[src/rtl/thin_lens_ray_deflect_macros.svh]
// Assertion macros for the thin lens deflection block.
`ifndef THIN_LENS_RAY_DEFLECT_MACROS_SVH
`define THIN_LENS_RAY_DEFLECT_MACROS_SVH
`ifndef SYNTHESIS
`define TLRD_ASSERT_IMPL(lbl, a, b) \
    lbl: assert property (@(posedge clk) disable iff (!rst_n) (a) |-> (b)) \
        else $error("tlrd assertion failed");
`define TLRD_ASSERT_NEXT(lbl, a, b) \
    lbl: assert property (@(posedge clk) disable iff (!rst_n) (a) |=> (b)) \
        else $error("tlrd assertion failed");
`else
`define TLRD_ASSERT_IMPL(lbl, a, b)
`define TLRD_ASSERT_NEXT(lbl, a, b)
`endif
`endif

[src/rtl/tlrd_pkg.sv]
// Shared types and register codes for the thin lens deflection block.
`timescale 1ns / 1ps
package tlrd_pkg;
    typedef logic [2:0][31:0] vec3_t;

    // Data carried alongside the arithmetic through every stage
    typedef struct packed {
        vec3_t            org;
        vec3_t            dir;
        logic [2:0]       neg;
        logic             passed;
        logic             zero;
        logic [2:0][29:0] w;
    } side_t;

    localparam logic [2:0] REG_CENTER_X = 3'd0;
    localparam logic [2:0] REG_CENTER_Y = 3'd1;
    localparam logic [2:0] REG_CENTER_Z = 3'd2;
    localparam logic [2:0] REG_INV_FOC  = 3'd3;
    localparam logic [2:0] REG_NEAR_LIM = 3'd4;
endpackage

[src/rtl/tlrd_norm_cell.sv]
// One step of the normalizing left shift.
`timescale 1ns / 1ps
module tlrd_norm_cell #(
    parameter int SH = 1
) (
    input  logic                 clk,
    input  logic                 en,
    input  tlrd_pkg::side_t      side_in,
    input  logic [2:0][63:0]     val_in,
    output tlrd_pkg::side_t      side_out,
    output logic [2:0][63:0]     val_out
);
    import tlrd_pkg::*;

    logic [63:0]      all_or;
    logic [2:0][63:0] val_next;
    side_t            side_reg;
    logic [2:0][63:0] val_reg;

    always_comb
    begin
        all_or = val_in[0] | val_in[1] | val_in[2];
        for (int i = 0; i < 3; i++)
        begin
            if (all_or[63 -: SH] == '0)
                val_next[i] = val_in[i] << SH;
            else
                val_next[i] = val_in[i];
        end
    end

    always_ff @(posedge clk)
    begin
        if (en)
        begin
            side_reg <= side_in;
            val_reg  <= val_next;
        end
    end

    assign side_out = side_reg;
    assign val_out  = val_reg;
endmodule

[config.mk]
export PLATFORM = sky130hd
export DESIGN_NAME = tlrd_norm_cell
export DESIGN_NICKNAME = d
export VERILOG_FILES = /design/src/rtl/thin_lens_ray_deflect_macros.svh /design/src/rtl/tlrd_pkg.sv /design/src/rtl/tlrd_norm_cell.sv
export SDC_FILE = /design/constraint.sdc
export NUM_CORES = 1
export LEC_CHECK = 0
export BUFFER_PORTS_ARGS = -buffer_cell sky130_fd_sc_hd__buf_4
export CAP_MARGIN = 20
export CORE_AREA = 3 3 373 375
export DETAILED_ROUTE_END_ITERATION = 7
export DIE_AREA = 0 0 376 378
export GPL_ROUTABILITY_DRIVEN = 0
export PLACE_DENSITY = 0.3
export REMOVE_ABC_BUFFERS = 1
export SETUP_SLACK_MARGIN = 0.1
export SYNTH_ARGS = -nofsm -noshare
export SYNTH_HDL_FRONTEND = slang
export SYNTH_SLANG_ARGS = --single-unit
[constraint.sdc]
create_clock -name clk -period 1.4 [get_ports clk]
set_input_delay 0.07 -clock clk [delete_from_list [all_inputs] [get_ports clk]]
set_output_delay 0.07 -clock clk [all_outputs]
set_load 0.01 [all_outputs]
==> key figures, run 1 <==
Synth
  – Distinct cells, synth: 10
  – Mapped Cells: 695
  – Ys flop type: edfxtp_1
  – Post-Syn Area: 0.0167 sq mm
  – Area share of the largest cell type after synthesis: 86.2%
  – Syn avg cell area: 24.0 sq um
  – Commonest cells post-synth: 479 x edfxtp_1, 186 x mux2_2, 11 x buf_4
  – Cell with the most instances after synthesis: edfxtp_1
  – Flops & latches, synth: 479
  – YS warnings: 0
  – Area contributors post-synth: edfxtp_1 86%, mux2_2 13%, buf_4 0.50%
  – Async SR Flop Fraction: 0%
  – Sequential-to-total area share from yosys stat: 86.2%
  – Synth area leader: edfxtp_1
  – Number of synthesized flops with an enable pin: 479

Clocking
  – Clk root buf: clkbuf_16
  – CTS Buffer Depth: 3
  – Number of H-tree levels: 2
  – CTS clock-pin slew for the worst setup and hold paths: 0.06 ns
  – Clk sinks: 479
  – CTS tree: built
  – TritonCTS Buffers: 60

Floorplan
  – Die Y: 378 um
  – Row count: 135
  – Die area: 0.142 sq mm
  – Core ar.: 0.136 sq mm
  – Initial Utilization: 12.3%
  – DIE WIDTH: 376 um
  – Ports: 960

Drt
  – Vias per cell: 3.18
  – WL final: 81,700 um
  – Pre-Repair DR Iteration Count: 4
  – Total number of vias: 12,895
  – Number of nets with antenna violations after routing: 0
  – Number of DRC markers in iteration 0: 452
  – Routed WL per cell: 20.1 um
  – DRC violations left: 0

Layout
  – Fin area: 0.0350 sq mm
  – Area grow syn2layout: 110%
  – Share of layout cells above drive strength 1: 56.2%
  – Final net count: 2,707

Timing
  – RSZ-0062 raised after global routing: yes
  – Tcrit/Tclk final: 99.4%
  – Setup tns final: 0 ns
  – Relative slew slack: 70.3%
  – Least-Margin Pin Slew: 0.446 ns
  – Final setup fails: 0
  – Final Slew Violations: 0
  – Fin crit period: 1.39 ns
  – Fmax achieved: 719 MHz
  – Final hold vios: 0

Placed design
  – DPL Wire Length: 64,400 um
  – Post-Place Cell Area: 0.0265 sq mm
  – I/O Buffers: 959

Global routing
  – Grt total ovfl: 0
  – Total GRT Usage: 10.9%
  – First-pass GRT wire length: 110,000 um
  – Largest net degree at the start of global routing: 51
  – Antenna violations before repair: 7
  – Vias in the first global route: 14,756

Power
  – Peak supply drop: 919 uV
  – LEAKAGE: 13.8 nW
  – Cell Pwr Density: 1140 mW/mm^2

Worst setup path
  – CP Class: reg -> out
  – Setup crit start kind: flop
  – Worst Path Max Fanout: 1
  – WP data arrival: 1.32 ns
  – Crit path cell chain: buf_6
  – Critical path required time: 1.33 ns
  – CP max-delay cell: edfxtp_1
  – CP bufs+invs: 1
  – Peak per-stage delay on the critical path: 0.50 ns
  – Critical path's top delay family: flip-flops
  – Crit. End Element: output port

Min path
  – Worst hold path type: in -> reg
  – Hold_sp: val_in[191]
  – Hold worst-path end: val_out[127]
  – Hold path depth: 4

Run
  – Maxcap violations: 0

Outcome
  – Status: finished, final reports clean
[through the flow]
stage                     setup WS (ns)  util [%]  hold WS, ns  power [mW]  cells
after floorplan                   -3.81         -        0.169        18.9    675
after global routing            -0.0621      25.8       0.0681        41.7   4056
after detailed placement         -0.187      19.5        0.249        23.0   3457
after global placement           -0.186      19.5        0.249        23.0   3457
final                           0.00822      25.8       0.0894        39.9   4057
after CTS                       -0.0796      25.6    0.0000230        40.8   4050
[tightest hold or removal path, cell delays in order]
cell and delay [ns]:
buf_4 0.13, buf_4 0.14, nor3b_1 0.16, or2_2 0.13
[power breakdown]
group | internal [mW] | switching [mW] | leakage [nW]
logic | 4.17 | 2.66 | 8.20
clock network | 8.88 | 6.40 | 0.934
registers | 17.2 | 0.608 | 4.69
[state kept, by name (all words and copies together), names as in the netlist]
signal    count
side_out    287
val_out     192
[kinds of logic (layout without fill, tap and decap cells)]
| logic type | after synthesis | after routing | share of synthesized area [%] |
|---|---|---|---|
| other cells | 0 | 2 | 0 |
| simple gates | 8 | 8 | 0.338 |
| mux | 186 | 186 | 12.6 |
| buf+inv | 20 | 1599 | 0.765 |
| compound gates | 2 | 2 | 0.0900 |
| flops | 479 | 479 | 86.2 |
[layout make-up]
type	count	area [sq um]
Tap cell	1781	2230
Clock inverter	37	335
Antenna cell	2	5.00
Sequential cell	479	14400
Clock buffer	73	1570
Fill cell	14094	101000
Multi-Input combinational cell	196	2170
Timing Repair Buffer	1489	14300
[what timing repair did]
action	in CTS	in global routing
setup buffers	0	5
hold buffers	483	0
gates resized for setup	407	49
endpoints found under the hold margin	487	0
endpoints found under the setup margin	475	419
[placed cells by master, fill, tap and decap left out, drive strengths merged]
| cell type | instances |
|---|---|
| nor3b | 1 |
| nor3 | 1 |
| clkinvlp | 2 |
| dlygate4sd3 | 483 |
| buf | 1006 |
| mux2 | 186 |
| or2 | 1 |
| edfxtp | 479 |
| clkinv | 28 |
| clkbuf | 73 |
| diode | 2 |
| nor2b | 3 |
| bufinv | 5 |
| a21o | 2 |
| inv | 2 |
| nor2 | 2 |
[per-layer routing]
layer | GRT usage, % | share of wire [%] | vias to the layer above
li1 | - | - | 5875
met4 | 4.41 | 4.1 | 0
met5 | 0 | 0 | -
met1 | 11.1 | 35 | 6320
met3 | 3.96 | 8.6 | 128
met2 | 19.9 | 53 | 572
[worst max-delay path by stage]
| stage | to | startpoint | cells past startpoint | slack [ns] |
|---|---|---|---|---|
| final | side_out[194] | side_out[194] | 1 | 0.008 |
| after CTS | side_out[254] | side_out[254] | 1 | -0.08 |
| after global routing | side_out[228] | side_out[228] | 1 | -0.06 |
| after global placement | val_out[97] | val_in[191] | 5 | -0.19 |
| after detailed placement | val_out[184] | val_in[191] | 5 | -0.19 |
| after floorplan | val_out[100] | val_in[191] | 2 | -3.81 |
Note: power is estimated with default switching activity, not from simulation.
==> run 2, diff against run 1 <==
--- a/config.mk
+++ b/config.mk
@@ -7,9 +7,9 @@
 export LEC_CHECK = 0
 export BUFFER_PORTS_ARGS = -buffer_cell sky130_fd_sc_hd__buf_4
 export CAP_MARGIN = 20
-export CORE_AREA = 3 3 373 375
+export CORE_AREA = 3 3 378 380
 export DETAILED_ROUTE_END_ITERATION = 7
-export DIE_AREA = 0 0 376 378
+export DIE_AREA = 0 0 381 383
 export GPL_ROUTABILITY_DRIVEN = 0
 export PLACE_DENSITY = 0.3
 export REMOVE_ABC_BUFFERS = 1
==> constraint.sdc (replaced) <==
create_clock -name clk -period 1.31 [get_ports clk]
set_input_delay 0.0655 -clock clk [delete_from_list [all_inputs] [get_ports clk]]
set_output_delay 0.0655 -clock clk [all_outputs]
set_load 0.01 [all_outputs]
==> key figures, run 2 (synthesized netlist as in run 1, its figures left out) <==
Layout
  – Final net count: 2,718
  – Fin area: 0.0355 sq mm
  – Most common cell after layout, fill and taps aside: buf_4
  – Area grow syn2layout: 113%
  – Share of layout cells above drive strength 1: 56.6%
  – Final core occ: 25.4%
  – Most frequent cells in the layout: 517 x buf_4, 481 x dlygate4sd3_1, 479 x edfxtp_1
  – Number of flip-flops in the largest register: 287
  – Non-Filler Instances: 4,174

Global routing
  – Total GRT Usage: 10.7%
  – First-pass GRT wire length: 111,000 um
  – Antenna violations before repair: 10
  – Largest net degree at the start of global routing: 41
  – Vias in the first global route: 14,915
  – Grt total ovfl: 0

Timing
  – Hold_ws: 0.112 ns
  – RSZ-0062 raised after global routing: yes
  – Final hold vios: 0
  – Relative slew slack: 80.6%
  – Least-Margin Pin Slew: 0.292 ns
  – PnR worst setup slack: -0.0771 ns
  – Tcrit/Tclk final: 106%
  – Fmax achieved: 721 MHz
  – Final Slew Violations: 0
  – Setup tns final: -0.663 ns
  – Final setup fails: 17
  – Fin crit period: 1.39 ns

Floorplan
  – Core ar.: 0.140 sq mm
  – DIE WIDTH: 381 um
  – Ports: 960
  – Row count: 137
  – Die area: 0.146 sq mm
  – Die Y: 383 um
  – Initial Utilization: 12.0%

Drt
  – Number of DRC markers in iteration 0: 439
  – Routed WL per cell: 19.5 um
  – Pre-Repair DR Iteration Count: 4
  – Vias per cell: 3.10
  – WL final: 81,400 um
  – Total number of vias: 12,953
  – DRC violations left: 0
  – Number of nets with antenna violations after routing: 0

Clocking
  – TritonCTS Buffers: 66
  – CTS clock-pin slew for the worst setup and hold paths: 0.05 ns
  – Number of H-tree levels: 3
  – # Post-CTS Setup Buffers: 0
  – CTS tree: built
  – Clk sinks: 479
  – CTS Buffer Depth: 3
  – Clk root buf: clkbuf_16

Worst setup path
  – Critical path's top delay family: flip-flops
  – CP bufs+invs: 1
  – CP Class: reg -> out
  – Crit. End Element: output port
  – WP data arrival: 1.32 ns
  – Critical path required time: 1.24 ns
  – Peak per-stage delay on the critical path: 0.51 ns
  – CP max-delay cell: edfxtp_1
  – Crit path cell chain: buf_6
  – Worst Path Max Fanout: 1
  – Setup crit start kind: flop

Outcome
  – Failing checks: setup timing
  – Status: finished with violations

Placed design
  – I/O Buffers: 959
  – Post-Place Cell Area: 0.0267 sq mm
  – Placed Cells: 3,564
  – Pre-CTS setup slack: -0.289 ns
  – DPL Wire Length: 64,700 um

Min path
  – Worst hold path type: in -> reg

Power
  – Overall power: 44.2 mW
  – Cell Pwr Density: 1250 mW/mm^2
  – Peak supply drop: 695 uV
  – LEAKAGE: 14.0 nW

Run
  – Maxcap violations: 0
## run 2: changes by cell type in the layout (fill, tap and decap cells not counted), moves of 4 or more
cell,change
clkinv_2,-4
clkbuf_16,+6
buf_6,+20
diode_2,+8
buf_12,+4
buf_4,-17
## run 2: final timing paths
path,from,to,cells after the start,slack [ns]
setup / recovery,val_out[85],val_out[85],1,-0.08
hold / removal,val_in[191],val_out[127],4,0.11
## run 2: metal layers
| metal | track usage, % | routed length, um | vias up |
|---|---|---|---|
| li1 | - | - | 5921 |
| met1 | 10.6 | 27800 | 6348 |
| met2 | 19.7 | 43600 | 546 |
| met3 | 4.45 | 6840 | 136 |
| met4 | 4.20 | 3160 | 2 |
| met5 | 0 | 11 | - |
## run 2: area by class of cell
type | count | area, sq um
flip-flops and latches | 479 | 14400
clock buffers | 78 | 1720
diodes | 10 | 25.0
well taps | 1876 | 2350
clock inverters | 41 | 404
repair buffers | 1494 | 14500
multi-input cells | 196 | 2170
fillers | 14623 | 104000
## run 2: what timing repair did
item / 4_1_cts / 5_1_grt
endpoints found under the hold margin: 550 / 0
resized for setup: 406 / 70
pin swaps: 0 / 0
gates cloned: 0 / 0
endpoints found under the setup margin: 479 / 479
hold buffers: 481 / 0
## run 2: report_power, final
group          leakage [nW]  total [mW]  internal (mW)  switching [mW]
clock network          1.03        17.8           10.6            7.22
registers              4.69        19.0           18.4           0.679
logic                  8.27        7.34           4.52            2.82
