**src/rtl/thin_lens_ray_deflect_macros.svh**
```systemverilog
// Assertion macros for the thin lens deflection block.
`ifndef THIN_LENS_RAY_DEFLECT_MACROS_SVH
`define THIN_LENS_RAY_DEFLECT_MACROS_SVH
`ifndef SYNTHESIS
`define TLRD_ASSERT_IMPL(lbl, a, b) \
    lbl: assert property (@(posedge clk) disable iff (!rst_n) (a) |-> (b)) \
        else $error("tlrd assertion failed");
`define TLRD_ASSERT_NEXT(lbl, a, b) \
    lbl: assert property (@(posedge clk) disable iff (!rst_n) (a) |=> (b)) \
        else $error("tlrd assertion failed");
`else
`define TLRD_ASSERT_IMPL(lbl, a, b)
`define TLRD_ASSERT_NEXT(lbl, a, b)
`endif
`endif

```
**src/rtl/tlrd_pkg.sv**
```systemverilog
// Shared types and register codes for the thin lens deflection block.
`timescale 1ns / 1ps
package tlrd_pkg;
    typedef logic [2:0][31:0] vec3_t;

    // Data carried alongside the arithmetic through every stage
    typedef struct packed {
        vec3_t            org;
        vec3_t            dir;
        logic [2:0]       neg;
        logic             passed;
        logic             zero;
        logic [2:0][29:0] w;
    } side_t;

    localparam logic [2:0] REG_CENTER_X = 3'd0;
    localparam logic [2:0] REG_CENTER_Y = 3'd1;
    localparam logic [2:0] REG_CENTER_Z = 3'd2;
    localparam logic [2:0] REG_INV_FOC  = 3'd3;
    localparam logic [2:0] REG_NEAR_LIM = 3'd4;
endpackage

```
**src/rtl/tlrd_div_cell.sv**
```systemverilog
// One quotient bit of the restoring divide, three lanes sharing a divisor.
`timescale 1ns / 1ps
module tlrd_div_cell #(
    parameter int NW = 48,
    parameter int QW = 18,
    parameter int K  = 0
) (
    input  logic                 clk,
    input  logic                 en,
    input  tlrd_pkg::side_t      side_in,
    input  logic [31:0]          den_in,
    input  logic [2:0][NW-1:0]   rem_in,
    input  logic [2:0][QW-1:0]   quo_in,
    output tlrd_pkg::side_t      side_out,
    output logic [31:0]          den_out,
    output logic [2:0][NW-1:0]   rem_out,
    output logic [2:0][QW-1:0]   quo_out
);
    import tlrd_pkg::*;

    logic [NW-1:0]         den_sh;
    logic [2:0][NW-1:0]    rem_next;
    logic [2:0][QW-1:0]    quo_next;
    side_t                 side_reg;
    logic [31:0]           den_reg;
    logic [2:0][NW-1:0]    rem_reg;
    logic [2:0][QW-1:0]    quo_reg;

    always_comb
    begin
        den_sh = NW'(den_in) << K;
        for (int i = 0; i < 3; i++)
        begin
            quo_next[i] = quo_in[i];
            if (rem_in[i] >= den_sh)
            begin
                rem_next[i]    = rem_in[i] - den_sh;
                quo_next[i][K] = 1'b1;
            end
            else
                rem_next[i] = rem_in[i];
        end
    end

    always_ff @(posedge clk)
    begin
        if (en)
        begin
            side_reg <= side_in;
            den_reg  <= den_in;
            rem_reg  <= rem_next;
            quo_reg  <= quo_next;
        end
    end

    assign side_out = side_reg;
    assign den_out  = den_reg;
    assign rem_out  = rem_reg;
    assign quo_out  = quo_reg;
endmodule

```
**config.mk**
```make
export PLATFORM = sky130hd
export DESIGN_NAME = tlrd_div_cell
export DESIGN_NICKNAME = d
export VERILOG_FILES = /design/src/rtl/thin_lens_ray_deflect_macros.svh /design/src/rtl/tlrd_pkg.sv /design/src/rtl/tlrd_div_cell.sv
export SDC_FILE = /design/constraint.sdc
export NUM_CORES = 1
export LEC_CHECK = 0
export BUFFER_PORTS_ARGS = -buffer_cell sky130_fd_sc_hd__buf_2
export CORE_AREA = 2 2 400 402
export DETAILED_ROUTE_END_ITERATION = 10
export DIE_AREA = 0 0 402 404
export MAX_ROUTING_LAYER = met4
export PLACE_DENSITY = 0.3
export SLEW_MARGIN = 15
export SYNTH_ARGS = -nofsm -noshare
export SYNTH_HDL_FRONTEND = slang
export SYNTH_SLANG_ARGS = --single-unit
export TNS_END_PERCENT = 10
```
**constraint.sdc**
```tcl
create_clock -name clk -period 4.77 [get_ports clk]
set_input_delay 0.477 -clock clk [delete_from_list [all_inputs] [get_ports clk]]
set_output_delay 0.477 -clock clk [all_outputs]
set_load 0.03 [all_outputs]
```
==> results of run 1 <==
==> stage by stage <==
stage | util (%) | setup WS, ns | std cells | power (µW)
detailed placement | 19.68 | 0.3346 | 4823 | 8887
floorplan | - | 1.270 | 1732 | 7373
CTS | 23.51 | 0.5979 | 5315 | 15130
global placement | 19.68 | 0.4023 | 4823 | 8919
finish | 23.62 | 0.5291 | 5376 | 14800
global route | 23.59 | 0.3615 | 5353 | 15460
==> cells by family after synthesis <==
kind of cell / share of synthesized area, %
adder cells (fa/ha/maj): 5.450
XOR/XNOR: 4.806
multiplexers: 0.3190
flip-flops: 67.08
buffers and inverters: 2.044
AO/OA/AOI/OAI: 10.95
AND/OR/NAND/NOR: 9.347
==> power by group through the flow <==
stage,clock network [µW],registers [µW],logic (µW)
after global routing,6150,5700,3600
final,5770,5660,3370
after CTS,6010,5670,3450
after global placement,0,5750,3160
after floorplan,0,6630,744
after detailed placement,0,5740,3140
==> registers in the layout, indices dropped and copies added, names as in the netlist <==
| signal | flops |
|---|---|
| den_out | 32 |
| quo_out | 54 |
| rem_out | 144 |
| side_out | 287 |
==> cells in the final DEF (no fill, tap or decap), types with 23 or more instances in the layout <==
master and instances:
dlygate4sd3_1 357, a21o_1 38, edfxtp_1 517, inv_1 63, xor2_1 73, xnor2_1 54
ha_1 96, buf_4 31, buf_2 1034, nand4_1 24, a21oi_1 126, nor3_1 30
nand2_1 163, diode_2 59, clkbuf_16 74, o21ai_0 120, nand3_1 23, nor2_1 98
==> final cells by class <==
| cell class | count | area [µm²] | area share (%) |
|---|---|---|---|
| multi-input combinational | 1099 | 7171 | 19.23 |
| sequential | 517 | 15520 | 41.64 |
| timing repair buffer | 1430 | 9131 | 24.49 |
| inverter | 63 | 236.5 | 0.6343 |
| antenna | 59 | 147.6 | 0.3960 |
| clock buffer | 87 | 1901 | 5.097 |
| clock inverter | 49 | 580.6 | 1.557 |
| tap | 2072 | 2592 | 6.953 |
==> worst max-delay path by stage <==
stage / to / slack (ns) / cells past startpoint
6_report: rem_out[135] / 0.53 / 13
5_1_grt: rem_out[39] / 0.36 / 14
4_1_cts: rem_out[39] / 0.60 / 14
3_5_place_dp: rem_out[135] / 0.33 / 12
3_3_place_gp: rem_out[90] / 0.40 / 12
2_1_floorplan: rem_out[90] / 1.27 / 12
==> timing repair <==
action                                 4_1_cts  5_1_grt
endpoints found under the hold margin      356        1
hold buffers                               356        1
setup endpoints to repair                    0        0
==> layer usage <==
metal | track usage (%) | vias up | part of all wire (%)
li1 | - | 9581 | -
met1 | 21.51 | 10140 | 40
met2 | 29.52 | 935 | 46
met3 | 8.935 | 147 | 12
met4 | 3.252 | 0 | 1.7
met5 | - | - | 0
==> flow_metrics.tcl, run 1 <==
set metrics [dict create \
    hold_class "in -> reg" \
    htreeDepth 3 \
    drive_gt1_share_pct 37.13 \
    remaining_drc_errors 0 \
    synth_flop_cell "edfxtp_1" \
    ys_top_cells_by_area "edfxtp_1 67%, ha_1 5.2%, xor2_1 2.8%, a21oi_1 2.7%, nand2_1 2.6%" \
    antenna_found_initial 101 \
    hpwl_um 127500 \
    initial_core_util_pct 14.66 \
    coreArea_um2 157800 \
    worstSetupStartpointType "input port" \
    whs_path_depth 1 \
    power_leakage_uw 0.01519 \
    hp-start "side_in[54]" \
    io_pins 1036 \
    grt_max_degree 86 \
    cpLargestDelayFamily "simple AND/OR/NAND/NOR gates" \
    post_drt_wl_per_cell_um 28.25 \
    post-synth-top-count-cell "edfxtp_1" \
    gp_congestion 0.9299 \
    grt_use_total_pct 18.61 \
    yosys-top-cells-count "517 x edfxtp_1, 163 x nand2_1, 126 x a21oi_1" \
    placed_area_um2 31070 \
    status "complete, no violations" \
    cts_buffers 74 \
    first_pass_iters 6 \
    die_h_um 404 \
    finalSetupViolations 0 \
    endpoint_kind "flip-flop" \
    crit_slowest_cell "nor4_1" \
    swShare_pct 33.11 \
    path_cells "dlygate4sd3_1 > buf_2 > inv_1 > ha_1 > nand3_1 > or4_1 > nor4_1 > o21ai_0 > o211ai_1 > or3_1 > nand2_1 > o31a_1 > a211o_1" \
    rsz0062_at_grt "no" \
    synth_top_area_share_pct 67.08 \
    p_per_area_nw_per_um2 396.8 \
    critPathBufInv 3 \
    synth-edff-count 517 \
    critPathLaunch "den_in[22]" \
    ir_drop_mv 0.2353 \
    worstMarginPinSlew_ns 0.9159 \
    tns_ns 0 \
    fin_crit_ns 4.241 \
    grt_first_pass_wirelength_um 197400 \
    io_buffers 1035 \
    fin_nets 3803 \
    finalCritPeriodShare_pct 88.91 \
    grt_overflow 0 \
    cts_resized 0 \
    nFillCells 17160 \
    cts_sinks 517 \
    yosysSeqAreaShare_pct 67.08 \
    chipWidth_um 402 \
    syn-mean-instance-area_um2 13.36 \
    grt_pass1_vias 20820 \
    yosys.cell_types.count 65 \
    maxSlewViolCount 0 \
    min_to "side_out[54]" \
    criticalPathCategory "in -> reg" \
    cp.arrival_ns 4.67 \
    cts_buffer_depth 3 \
    p_switching_uw 4898 \
    num_rows 146 \
    final_area_um2 37280 \
    yosysTopAreaCell "edfxtp_1" \
    dieArea_um2 162400 \
    cts_tree "built" \
    syn_area_um2 23140 \
    synth_cells 1732 \
    ys_ff_latch 517 \
    final_hold_viol_count 0 \
    clockPowerShare_pct 39.0 \
    finalWirelength_um 151900 \
    dr_total_vias 20800 \
    vias_per_cell 3.869 \
    p_int_uw 9897 \
    max_stage_delay_ns 0.66 \
    synth-async-reset-ratio_pct 0 \
    cap_violations 0 \
    root_buffer "clkbuf_16" \
    critPathMaxFanout 8 \
    yosys_warnings 0 \
    syn2layout_area_growth_pct 61.10 \
    required_ns 5.20 \
    drtIter0Drc 1312 \
    clk_pin_slew_ns 0.06 \
    ant_nets 0 \
    slew-limit-headroom_pct 38.14 \
    syn_nets 2350 \
    p_seq_share_pct 38.3 \
    post_cts_buffers 0 \
    whs_ns 0.07689 \
    max_freq_mhz 235.8 \
    pwr-share-comb_pct 22.8 \
]
Power figures use the tool's default switching activity.
==> run 2, diff against run 1 <==
--- a/config.mk
+++ b/config.mk
@@ -10,7 +10,6 @@
 export DETAILED_ROUTE_END_ITERATION = 10
 export DIE_AREA = 0 0 402 404
 export MAX_ROUTING_LAYER = met4
-export PLACE_DENSITY = 0.3
 export SLEW_MARGIN = 15
 export SYNTH_ARGS = -nofsm -noshare
 export SYNTH_HDL_FRONTEND = slang
==> flow_metrics.tcl, run 2 (synthesis gave the netlist of run 1 again) <==
set metrics [dict create \
    hold_class "in -> reg" \
    antenna_found_initial 141 \
    drtIter0Drc 1552 \
    finalSetupViolations 0 \
    clk_pin_slew_ns 0.06 \
    worstSetupStartpointType "input port" \
    timing.critical_path.mode_cell "a2111oi_2" \
    p_int_uw 9685 \
    hp-start "quo_in[18]" \
    max_stage_delay_ns 0.61 \
    p_switching_uw 4812 \
    first_pass_iters 5 \
    io_buffers 1035 \
    rsz0062_at_grt "no" \
    ant_nets 0 \
    cpLargestDelayFamily "compound AO/OA/AOI/OAI gates" \
    critPathBufInv 4 \
    finalWirelength_um 158400 \
    nFillCells 16880 \
    status "complete, no violations" \
    maxSlewViolCount 0 \
    top_usage_layer "met2" \
    largest_reg_flops 287 \
    required_ns 5.17 \
    crit_slowest_cell "o21ai_0" \
    syn2layout_area_growth_pct 61.13 \
    final_cell_mix "1034 x buf_2, 517 x edfxtp_1, 368 x dlygate4sd3_1, 163 x nand2_1, 126 x a21oi_1" \
    use_met2_pct 30.95 \
    final_util_pct 23.63 \
    swShare_pct 33.19 \
    coreArea_um2 157800 \
    htreeDepth 3 \
    grt_use_total_pct 19.26 \
    finalCritPeriodShare_pct 85.49 \
    cap_violations 0 \
    root_buffer "clkbuf_16" \
    cts_sinks 517 \
    path_cells "dlygate4sd3_1 > buf_2 > inv_1 > ha_1 > nand2_1 > o21ai_0 > nor3_1 > a2111oi_2 > buf_4 > nor3_4 > a211o_1 > or2_1 > a2111oi_2 > xor2_1" \
    grt_pass1_vias 21290 \
    worstMarginPinSlew_ns 1.030 \
    p_per_area_nw_per_um2 388.7 \
    dp_cells 4840 \
    criticalPathCategory "in -> reg" \
    stdcell_count 5394 \
    clockPowerShare_pct 37.2 \
    die_h_um 404 \
    global_route.usage.met3_pct 10.77 \
    post_cts_buffers 0 \
    vias_per_cell 3.968 \
    critPathMaxFanout 7 \
    io_pins 1036 \
    grt_overflow 0 \
    grt_first_pass_wirelength_um 200000 \
    cts_tree "built" \
    grt_max_degree 103 \
    cts_buffer_depth 3 \
    fin_crit_ns 4.078 \
    gp_congestion 0.9960 \
    num_rows 146 \
    fin_nets 3826 \
    layout_commonest_cell "buf_2" \
    max_freq_mhz 245.2 \
    chipWidth_um 402 \
    endpoint_kind "flip-flop" \
    ir_drop_mv 0.2281 \
    p_seq_share_pct 39.1 \
    whs_path_depth 2 \
    power_leakage_uw 0.01520 \
    hpwl_um 134400 \
    placed_area_um2 31180 \
    initial_core_util_pct 14.66 \
    remaining_drc_errors 0 \
    use_met1_pct 20.29 \
    critical_path_depth 14 \
    cts_buffers 70 \
    dr_total_vias 21400 \
    final_hold_viol_count 0 \
    dieArea_um2 162400 \
    pwr-share-comb_pct 23.7 \
    slew-limit-headroom_pct 31.35 \
    cp.arrival_ns 4.48 \
    final_area_um2 37290 \
    drive_gt1_share_pct 37.17 \
    post_drt_wl_per_cell_um 29.37 \
    min_to "quo_out[18]" \
    tns_ns 0 \
]
-- run 2: cell types whose count changed in the layout (fill, tap and decap cells not counted), moves of 2 or more --
| cell | change |
|---|---|
| buf_4 | +18 |
| clkbuf_16 | -2 |
| bufinv_16 | -2 |
| clkinv_4 | -2 |
| clkinv_16 | -3 |
| clkinvlp_4 | +2 |
| dlygate4sd3_1 | +11 |
| clkinv_2 | -3 |
-- run 2: through the flow --
stage | hold WS [ns] | power (µW) | worst slack [ns]
final | 0.08334 | 14500 | 0.6920
after global routing | 0.05556 | 15050 | 0.4856
after CTS | 0.01690 | 14750 | 0.6510
after detailed placement | 0.6551 | 8908 | 0.4778
after global placement | 0.6545 | 8902 | 0.5137
after floorplan | 0.5759 | 7373 | 1.270
-- run 2: repair_timing --
item	CTS	global route
resized for setup	0	0
hold buffers	368	0
hold endpoints to repair	368	0
-- run 2: how the worst max path moves through the flow --
stage               startpoint           to  slack [ns]
floorplan           rem_in[48]  rem_out[90]        1.27
global placement     den_in[9]  rem_out[90]        0.51
detailed placement   den_in[9]  rem_out[90]        0.48
CTS                  den_in[9]  rem_out[90]        0.65
global route         den_in[9]  rem_out[90]        0.49
finish               den_in[9]  rem_out[90]        0.69
-- run 2: power groups by stage --
| stage | logic, µW | clock network [µW] | registers (µW) |
|---|---|---|---|
| finish | 3440 | 5390 | 5670 |
| global route | 3640 | 5710 | 5710 |
| CTS | 3480 | 5600 | 5670 |
| detailed placement | 3150 | 0 | 5760 |
| global placement | 3150 | 0 | 5750 |
| floorplan | 744 | 0 | 6630 |
-- run 2: layout make-up --
class	instances	area (µm²)	share of cell area [%]
Tap cell	2072	2592	6.952
Inverter	63	236.5	0.6341
Multi-Input combinational cell	1099	7164	19.21
Timing Repair Buffer	1457	9341	25.05
Clock buffer	84	1847	4.952
Antenna cell	59	147.6	0.3959
Sequential cell	517	15520	41.63
Clock inverter	43	437.9	1.174
-- run 2: metal layers --
layer / routed length, µm / share of wire [%]
met4: 4424 / 2.8
met2: 73790 / 47
met5: 0 / 0
met1: 59540 / 38
met3: 20670 / 13
