### src/rtl/thin_lens_ray_deflect_macros.svh
// Assertion macros for the thin lens deflection block.
`ifndef THIN_LENS_RAY_DEFLECT_MACROS_SVH
`define THIN_LENS_RAY_DEFLECT_MACROS_SVH
`ifndef SYNTHESIS
`define TLRD_ASSERT_IMPL(lbl, a, b) \
    lbl: assert property (@(posedge clk) disable iff (!rst_n) (a) |-> (b)) \
        else $error("tlrd assertion failed");
`define TLRD_ASSERT_NEXT(lbl, a, b) \
    lbl: assert property (@(posedge clk) disable iff (!rst_n) (a) |=> (b)) \
        else $error("tlrd assertion failed");
`else
`define TLRD_ASSERT_IMPL(lbl, a, b)
`define TLRD_ASSERT_NEXT(lbl, a, b)
`endif
`endif

### src/rtl/tlrd_pkg.sv
// Shared types and register codes for the thin lens deflection block.
`timescale 1ns / 1ps
package tlrd_pkg;
    typedef logic [2:0][31:0] vec3_t;

    // Data carried alongside the arithmetic through every stage
    typedef struct packed {
        vec3_t            org;
        vec3_t            dir;
        logic [2:0]       neg;
        logic             passed;
        logic             zero;
        logic [2:0][29:0] w;
    } side_t;

    localparam logic [2:0] REG_CENTER_X = 3'd0;
    localparam logic [2:0] REG_CENTER_Y = 3'd1;
    localparam logic [2:0] REG_CENTER_Z = 3'd2;
    localparam logic [2:0] REG_INV_FOC  = 3'd3;
    localparam logic [2:0] REG_NEAR_LIM = 3'd4;
endpackage

### src/rtl/tlrd_sqrt_cell.sv
// One result bit of the restoring integer square root.
`timescale 1ns / 1ps
module tlrd_sqrt_cell #(
    parameter int K = 0
) (
    input  logic            clk,
    input  logic            en,
    input  tlrd_pkg::side_t side_in,
    input  logic [63:0]     x_in,
    input  logic [63:0]     r_in,
    output tlrd_pkg::side_t side_out,
    output logic [63:0]     x_out,
    output logic [63:0]     r_out
);
    import tlrd_pkg::*;

    localparam logic [63:0] BITV = 64'(1) << (2 * K);

    logic [63:0] trial;
    logic [63:0] x_next;
    logic [63:0] r_next;
    side_t       side_reg;
    logic [63:0] x_reg;
    logic [63:0] r_reg;

    always_comb
    begin
        trial = r_in + BITV;
        if (x_in >= trial)
        begin
            x_next = x_in - trial;
            r_next = (r_in >> 1) + BITV;
        end
        else
        begin
            x_next = x_in;
            r_next = r_in >> 1;
        end
    end

    always_ff @(posedge clk)
    begin
        if (en)
        begin
            side_reg <= side_in;
            x_reg    <= x_next;
            r_reg    <= r_next;
        end
    end

    assign side_out = side_reg;
    assign x_out    = x_reg;
    assign r_out    = r_reg;
endmodule

### config.mk
export PLATFORM = sky130hd
export DESIGN_NAME = tlrd_sqrt_cell
export DESIGN_NICKNAME = d
export VERILOG_FILES = /design/src/rtl/thin_lens_ray_deflect_macros.svh /design/src/rtl/tlrd_pkg.sv /design/src/rtl/tlrd_sqrt_cell.sv
export SDC_FILE = /design/constraint.sdc
export NUM_CORES = 1
export LEC_CHECK = 0
export BUFFER_PORTS_ARGS = -buffer_cell sky130_fd_sc_hd__buf_4
export CAP_MARGIN = 20
export CORE_AREA = 5 5 322 324
export DETAILED_ROUTE_END_ITERATION = 16
export DIE_AREA = 0 0 327 329
export GPL_TIMING_DRIVEN = 0
export PLACE_DENSITY_LB_ADDON = 0.15
export SYNTH_ARGS = -nofsm -noshare
export SYNTH_HDL_FRONTEND = slang
export SYNTH_SLANG_ARGS = --single-unit
export TNS_END_PERCENT = 20
### constraint.sdc
create_clock -name clk -period 5.9 [get_ports clk]
set_input_delay 0.885 -clock clk [delete_from_list [all_inputs] [get_ports clk]]
set_output_delay 0.885 -clock clk [all_outputs]
set_load 0.02 [all_outputs]
==> results of run 1 <==
## power breakdown
group | internal [uW] | switching, uW
Clock | 1790 | 1360
Combinational | 776 | 1280
Sequential | 3560 | 88.8
## placed cells by master (no fill, tap or decap), types with 29 or more instances in the layout
cell type  count
nor2_1       120
nand4_1       52
xor2_1        81
nand2_1      160
buf_4        840
o21ai_0       48
edfxtp_1     415
xnor2_1       86
and3_1        29
a21oi_1      123
clkbuf_16     53
ha_1          59
nor3_1        35
inv_1         30
a21o_1        31
## metrics by stage
step | TNS [ns] | std cells | total power, uW | hold WS, ns | instance area, um^2
floorplan | 0 | 1602 | 4600 | 0.984 | 20100
global placement | -245.40 | 3731 | 5780 | 1.06 | 27800
detailed placement | -202.20 | 3735 | 5760 | 1.06 | 27900
CTS | 0 | 3832 | 9010 | 0.350 | 29800
global route | -0.0551 | 3839 | 9240 | 0.366 | 30000
finish | 0 | 3847 | 8850 | 0.413 | 30000
## flip-flops by register name, indices dropped and copies added (netlist names)
signal	cells
side_out	287
r_out	64
x_out	64
## area by class of cell
| type | count | area [um^2] | area share (%) |
|---|---|---|---|
| multi-input combinational | 1089 | 7370 | 24.6 |
| tap | 1309 | 1640 | 5.46 |
| timing repair buffer | 835 | 6340 | 21.1 |
| antenna | 10 | 25.0 | 0.0835 |
| clock buffer | 61 | 1360 | 4.52 |
| clock inverter | 37 | 298 | 0.993 |
| sequential | 415 | 12500 | 41.6 |
| buffer | 61 | 384 | 1.28 |
| inverter | 30 | 113 | 0.376 |
## routing by layer
metal	track usage [%]	wire length (um)	vias up
met5	0	185	-
met4	4.45	2790	28
met3	6.04	9120	145
met2	35.5	57000	721
met1	26.0	48400	8683
li1	-	-	7804
## kinds of logic after synthesis
| family | share of synthesized area [%] |
|---|---|
| AOI/OAI and AO/OA | 10.1 |
| xor gates and xnor gates | 7.60 |
| adders and majority gates | 4.22 |
| buffers and inverters | 2.53 |
| DFF | 62.1 |
| and+or+nand+nor | 13.4 |
## final timing paths
path / startpoint / to / slack (ns) / cells after the start
worst max-delay path: r_in[1] / r_out[20]$_DFFE_PP_ / 0.12 / 24
worst min-delay path: side_in[272] / side_out[272]$_DFFE_PP_ / 0.41 / 1
## what timing repair did
item,CTS,global route
endpoints found under the setup margin,128,123
pin swaps,6,11
resized for setup,35,29
buffers inserted,2,9
==> reports/qor.txt, run 1 <==
Die height: 329 um
Fill cell count: 10.6k
Shortest period the worst path allows: 5.78 ns
Warnings from Yosys: 0
WL final: 117000 um
CP bufs+invs: 4
Clock buffer depth: 3
Synth Net Count: 2086
Vias post-DR: 17.4k
CP Data Arrival Time: 6.16 ns
Cell Area, Synth: 20100 um^2
Post-synth ARST share: 0%
Count leader, synth: edfxtp_1
Die area: 108000 um^2
Top cell by count, worst path: buf_4
Drt wl/cell: 30.5 um
Critical path cell sequence: buf_4, ha_1, and3_1, nand3_1, nor2_4, nand4_1, buf_4, nor2_2, and3_2, and3_2, nand2_1, xor2_1, ha_2, nand4_1, nor3_2, nand2_1, nor4b_4, nor3_1, o21ai_2, or2_1, buf_4, buf_4, nand2_1, xnor2_1
Num CTS Buffers: 52
Synth area leaders: edfxtp_1 62%, ha_1 4.1%, xnor2_1 3.9%, xor2_1 3.7%, a21oi_1 3.1%
Worst-path clk slew: 0.08 ns
RePlAce Congestion: 0.915
CTS HTree Levels: 2
Pwr per Cell Area: 295 nW/um^2
Netlist cell types: 80
Setup violations, final: 0
Final hold violations: 0
Rows: 117
Core region area: 101000 um^2
Total track usage: 20.7%
Status: finished, final reports clean
1st-pass router iterations: 5
Core Util, Final: 29.7%
Synth top area share: 62.1%
Worst slew margin: 29.1%
MaxCap Viol Count: 0
Worst-path maximum fanout: 10
Critical Path Start Type: input port
Period utilisation layout: 98.0%
Share of layout cells above drive strength 1: 40.9%
Worst-Margin Slew: 1.06 ns
Layout overhead on the synthesized area: 49.5%
Initial antenna violation count: 31
Final net count: 2968
Cts hold-fix bufs: 0
FMAX: 173 MHz
TritonCTS clock tree: built
Setup crit end kind: flop
Routed Antenna Nets: 0
Max stage delay on crit path: 0.44 ns
Area leader, netlist: edfxtp_1
CP Class: in -> reg
I/O pins: 832
Die width: 327 um
Overflow after GRT: 0
Min-delay worst type: in -> reg
First-pass GRT wire length: 154000 um
# clock sinks: 415
Delay-heaviest family, CP: simple AND/OR/NAND/NOR gates
Initial DRC Count: 1197
Pleak: 0.0120 uW
Critical-path top delay cell: ha_2
Vias/cell: 4.52
Peak supply drop: 0.190 mV
Place WS: -2.02 ns
Register area share after synthesis: 62.1%
Count of input and output buffers: 820
CP required: 6.28 ns
Unrepaired setup endpoints after global routing: true
Fin worst setup slack: 0.117 ns
Largest net degree at the start of global routing: 128
Vias in the first global route: 17.8k
Syn Area/Cell: 12.5 um^2
Synthesized instance count: 1602
FF+latch count, synth: 415
DP HPWL: 98300 um
CTS Root Cell: clkbuf_16
Commonest cells in the synthesized netlist: 415 x edfxtp_1, 160 x nand2_1, 125 x nor2_1, 123 x a21oi_1, 89 x xnor2_1
EDFF count, synth: 415
Max Slew Vio Count: 0
Starting Density: 19.9%
DRC errors left: 0
Ys flop type: edfxtp_1
No activity file was read; power rests on OpenSTA's default activity.
==> run 2, diff against run 1 <==
--- a/config.mk
+++ b/config.mk
@@ -11,7 +11,9 @@
 export DETAILED_ROUTE_END_ITERATION = 16
 export DIE_AREA = 0 0 327 329
 export GPL_TIMING_DRIVEN = 0
+export HOLD_SLACK_MARGIN = 0.05
 export PLACE_DENSITY_LB_ADDON = 0.15
+export REMOVE_ABC_BUFFERS = 1
 export SYNTH_ARGS = -nofsm -noshare
 export SYNTH_HDL_FRONTEND = slang
 export SYNTH_SLANG_ARGS = --single-unit
==> run 2 against run 1 <==
Against the previous run:
- sequential power barely moved
- utilization down 0.052 points
- global-route usage is 1.2 points lower
- largest cell class unchanged
==> reports/qor.txt, run 2 (synthesis gave the netlist of run 1 again) <==
Most frequent cells in the layout: 843 x buf_4, 415 x edfxtp_1, 160 x nand2_1
Min Hold Slack: 0.419 ns
Clock buffer depth: 3
Place WS: -2.25 ns
Rows: 117
RePlAce Congestion: 0.952
Shortest period the worst path allows: 5.89 ns
Register Area: 12500 um^2
Most common cell after layout, fill and taps aside: buf_4
Num CTS Buffers: 53
I/O pins: 832
GRT busiest layer: met2
Routed Antenna Nets: 0
Pleak: 0.0119 uW
Total track usage: 19.5%
Fill cell count: 10.4k
TritonCTS clock tree: built
Max Slew Vio Count: 0
Critical-path top delay cell: or4_1
DRC errors left: 0
WL final: 111000 um
Cell Count, Final, Fillers Out: 3813
Critical Path Start Type: input port
Max reg flops: 287
Met1 usage: 21.9%
Vias/cell: 4.49
Status: finished, final reports clean
Met3 Usage GRT: 7.31%
Placed Cells: 3681
Count of input and output buffers: 831
Critical path cell sequence: buf_6, ha_1, nand3_1, or2_4, nor3_4, nand3_1, or4_1, xor2_1, ha_1, nand2_1, nor4_4, nand4b_1, nor4b_2, nor3_1, o21ai_4, nor2_4, buf_12, buf_12, nor4_2, xor2_1
Vias in the first global route: 17.4k
FMAX: 170 MHz
CP Class: in -> reg
Share of layout cells above drive strength 1: 40.2%
Final hold violations: 0
# clock sinks: 415
Setup violations, final: 0
Initial antenna violation count: 43
Starting Density: 19.9%
Worst-Margin Slew: 0.994 ns
CP required: 6.24 ns
Die area: 108000 um^2
Die width: 327 um
Period utilisation layout: 99.9%
TNS Setup: 0 ns
MaxCap Viol Count: 0
Cts hold-fix bufs: 0
CTS Root Cell: clkbuf_16
Worst-path maximum fanout: 34
Worst slew margin: 33.3%
Core Util, Final: 29.7%
Largest net degree at the start of global routing: 116
Layout overhead on the synthesized area: 49.3%
Setup crit end kind: flop
Pwr per Cell Area: 304 nW/um^2
Met2 Track Usage GR: 33.9%
Peak supply drop: 0.240 mV
Worst-path clk slew: 0.06 ns
Core region area: 101000 um^2
Overflow after GRT: 0
Vias post-DR: 17.1k
CP Data Arrival Time: 6.24 ns
Final net count: 2929
1st-pass router iterations: 5
Initial DRC Count: 1011
Die height: 329 um
CTS HTree Levels: 2
First-pass GRT wire length: 147000 um
Fin worst setup slack: 0.00535 ns
Min-delay worst type: in -> reg
Multi-input logic area: 7290 um^2
DP HPWL: 91800 um
Max stage delay on crit path: 0.62 ns
Drt wl/cell: 29.2 um
==> run 2: cell count changes in the layout (fill, tap and decap cells not counted), sizes merged <==
cell | previous run | this run
clkinvlp | 4 | 1
clkinv | 25 | 22
or2 | 7 | 9
buf | 870 | 853
clkbuf | 87 | 61
diode | 10 | 17
nor2 | 128 | 129
bufinv | 3 | 10
inv | 35 | 33
==> run 2: cell type report <==
cell class,instances,share of cell area (%)
Clock buffer,61,4.53
Antenna cell,17,0.142
Inverter,30,0.376
Multi-Input combinational cell,1092,24.3
Tap cell,1309,5.47
Timing Repair Buffer,853,21.9
Sequential cell,415,41.6
Clock inverter,36,1.61
==> run 2: path summary, 6_finish.rpt <==
kind / from / endpoint / slack (ns) / cells after the start
max: r_in[0] / r_out[33]$_DFFE_PP_ / 0.005 / 20
min: side_in[196] / side_out[196]$_DFFE_PP_ / 0.42 / 1
==> run 2: critical path, delay by kind of cell <==
kind,cells,cell delay [ns]
simple gates,12,3.46
fa+ha+maj,2,0.64
xor+xnor,2,0.39
compound gates,1,0.24
buf+inv,3,0.58
==> run 2: report_power, final <==
| part | internal [uW] | total, uW | leakage, uW | switching, uW |
|---|---|---|---|---|
| sequential | 3560 | 3650 | 0.00406 | 90.7 |
| clock | 2090 | 3480 | 0.000891 | 1380 |
| combinational | 769 | 1990 | 0.00698 | 1220 |
| total | 6420 | 9110 | 0.0119 | 2700 |
==> run 2: per-stage QoR <==
| step | power, uW | area (um^2) |
|---|---|---|
| final | 9110 | 29900 |
| after global routing | 9510 | 29900 |
| after CTS | 9300 | 29800 |
| after detailed placement | 5690 | 27700 |
| after global placement | 5710 | 27500 |
| after floorplan | 4560 | 19700 |
==> run 2: timing repair <==
item,in CTS,in global routing
buffers inserted,9,6
setup endpoints to repair,128,115
cloned,3,0
gates resized for setup,21,13
pin swaps,10,8
==> run 2: metal layers <==
| metal | vias to the layer above | part of all wire (%) | wire [um] |
|---|---|---|---|
| li1 | 7738 | - | - |
| met1 | 8503 | 38 | 42300 |
| met3 | 162 | 8.4 | 9310 |
| met2 | 669 | 49 | 54800 |
| met5 | - | 0.20 | 227 |
| met4 | 36 | 4.1 | 4580 |
==> run 3, diff against run 2 <==
--- a/config.mk
+++ b/config.mk
@@ -8,6 +8,7 @@
 export BUFFER_PORTS_ARGS = -buffer_cell sky130_fd_sc_hd__buf_4
 export CAP_MARGIN = 20
 export CORE_AREA = 5 5 322 324
+export CTS_BUF_LIST = sky130_fd_sc_hd__clkbuf_4 sky130_fd_sc_hd__clkbuf_8 sky130_fd_sc_hd__clkbuf_16
 export DETAILED_ROUTE_END_ITERATION = 16
 export DIE_AREA = 0 0 327 329
 export GPL_TIMING_DRIVEN = 0
==> run 3 against run 2 <==
Against the previous run:
- total power grew 0.44%
- worst setup slack gained 0.024 ns
- sequential share of layout area is essentially flat
- largest power group unchanged
- via count is essentially flat
- highest routed layer unchanged
- wire length is essentially flat
- cell area is essentially flat
- first-iteration DRC count grew 2.9%
==> reports/qor.txt, run 3 (synthesis gave the netlist of run 1 again) <==
Status: finished, final reports clean
Starting Density: 19.9%
DP HPWL: 91800 um
Power, Total: 9160 uW
Cell Count, Final, Fillers Out: 3812
# clock sinks: 415
Final net count: 2929
1st-pass router iterations: 5
MaxCap Viol Count: 0
Delay-heaviest family, CP: simple AND/OR/NAND/NOR gates
Share of layout cells above drive strength 1: 40.6%
Core region area: 101000 um^2
Peak supply drop: 0.241 mV
CTS HTree Levels: 2
Max Slew Vio Count: 0
DRC errors left: 0
Count of input and output buffers: 831
Drt wl/cell: 29.2 um
Most common cell after layout, fill and taps aside: buf_4
Min-delay worst type: in -> reg
Initial antenna violation count: 43
TritonCTS clock tree: built
WL final: 111000 um
Fin worst setup slack: 0.0289 ns
Worst-Margin Slew: 0.942 ns
Max reg flops: 287
Layout overhead on the synthesized area: 49.4%
CP bufs+invs: 3
Placed Cells: 3681
Vias/cell: 4.49
Fill cell count: 10.4k
Cts hold-fix bufs: 0
Largest net degree at the start of global routing: 116
Critical path cell sequence: buf_6, ha_1, nand3_1, or2_4, nor3_4, nand3_1, or4_1, xor2_1, ha_1, nand2_1, nor4_4, nand4b_1, nor4b_2, nor3_1, o21ai_4, nor2_4, buf_12, buf_12, nor4_2, xor2_1
Die width: 327 um
Shortest period the worst path allows: 5.87 ns
Worst-path clk slew: 0.06 ns
Clock buffer depth: 3
I/O pins: 832
Rows: 117
CTS Root Cell: clkbuf_16
Overflow after GRT: 0
Most frequent cells in the layout: 843 x buf_4, 415 x edfxtp_1, 160 x nand2_1
CP required: 6.25 ns
Num CTS Buffers: 53
CP Class: in -> reg
Worst slew margin: 36.8%
Multi-input logic area: 7290 um^2
Max stage delay on crit path: 0.62 ns
TNS Setup: 0 ns
Place WS: -2.25 ns
Final hold violations: 0
Register Area: 12500 um^2
Die height: 329 um
Period utilisation layout: 99.5%
RePlAce Congestion: 0.952
CP Data Arrival Time: 6.22 ns
Critical Path Start Type: input port
Die area: 108000 um^2
Critical-path top delay cell: or4_1
Setup violations, final: 0
Pleak: 0.0120 uW
First-pass GRT wire length: 147000 um
Total track usage: 19.5%
Routed Antenna Nets: 0
Pwr per Cell Area: 306 nW/um^2
Worst-path maximum fanout: 34
Initial DRC Count: 1040
Setup crit end kind: flop
Vias in the first global route: 17.4k
Vias post-DR: 17.1k
FMAX: 170 MHz
[run 3: where the power goes]
| group | total, uW | switching (uW) | internal (uW) |
|---|---|---|---|
| Sequential | 3650 | 90.8 | 3560 |
| Combinational | 1990 | 1220 | 769 |
| Clock | 3510 | 1380 | 2130 |
[run 3: worst paths after layout]
check                   startpoint                       to  slack [ns]  cells after the start
worst max-delay path       r_in[0]      r_out[33]$_DFFE_PP_        0.03                     20
worst min-delay path  side_in[158]  side_out[158]$_DFFE_PP_        0.42                      1
[run 3: timing repair]
item                                    in CTS  in global routing
gates cloned                                 3                  0
setup buffers                                9                  6
pin swaps                                   10                  8
endpoints found under the hold margin        0                  0
resized for setup                           21                 13
endpoints found under the setup margin     128                115
[run 3: per-layer routing]
metal	wire, um	vias to the layer above	track usage [%]
met5	207	-	0
met2	54900	675	33.9
met3	9190	160	7.31
li1	-	7738	-
met4	4570	34	7.14
met1	42400	8493	22.0
[run 3: metrics by stage]
| stage | utilization (%) | hold slack, ns | area (um^2) |
|---|---|---|---|
| finish | 29.7 | 0.418 | 30000 |
| CTS | 29.5 | 0.346 | 29800 |
| floorplan | - | 0.984 | 19700 |
| global route | 29.7 | 0.365 | 29900 |
| detailed placement | 27.5 | 1.06 | 27700 |
| global placement | 27.3 | 1.06 | 27500 |
[run 3: layout make-up]
type	count	area share, %
sequential	415	41.6
multi-input combinational	1092	24.3
clock buffer	61	4.63
timing repair buffer	853	21.9
tap	1309	5.47
clock inverter	36	1.61
antenna	16	0.134
inverter	30	0.376
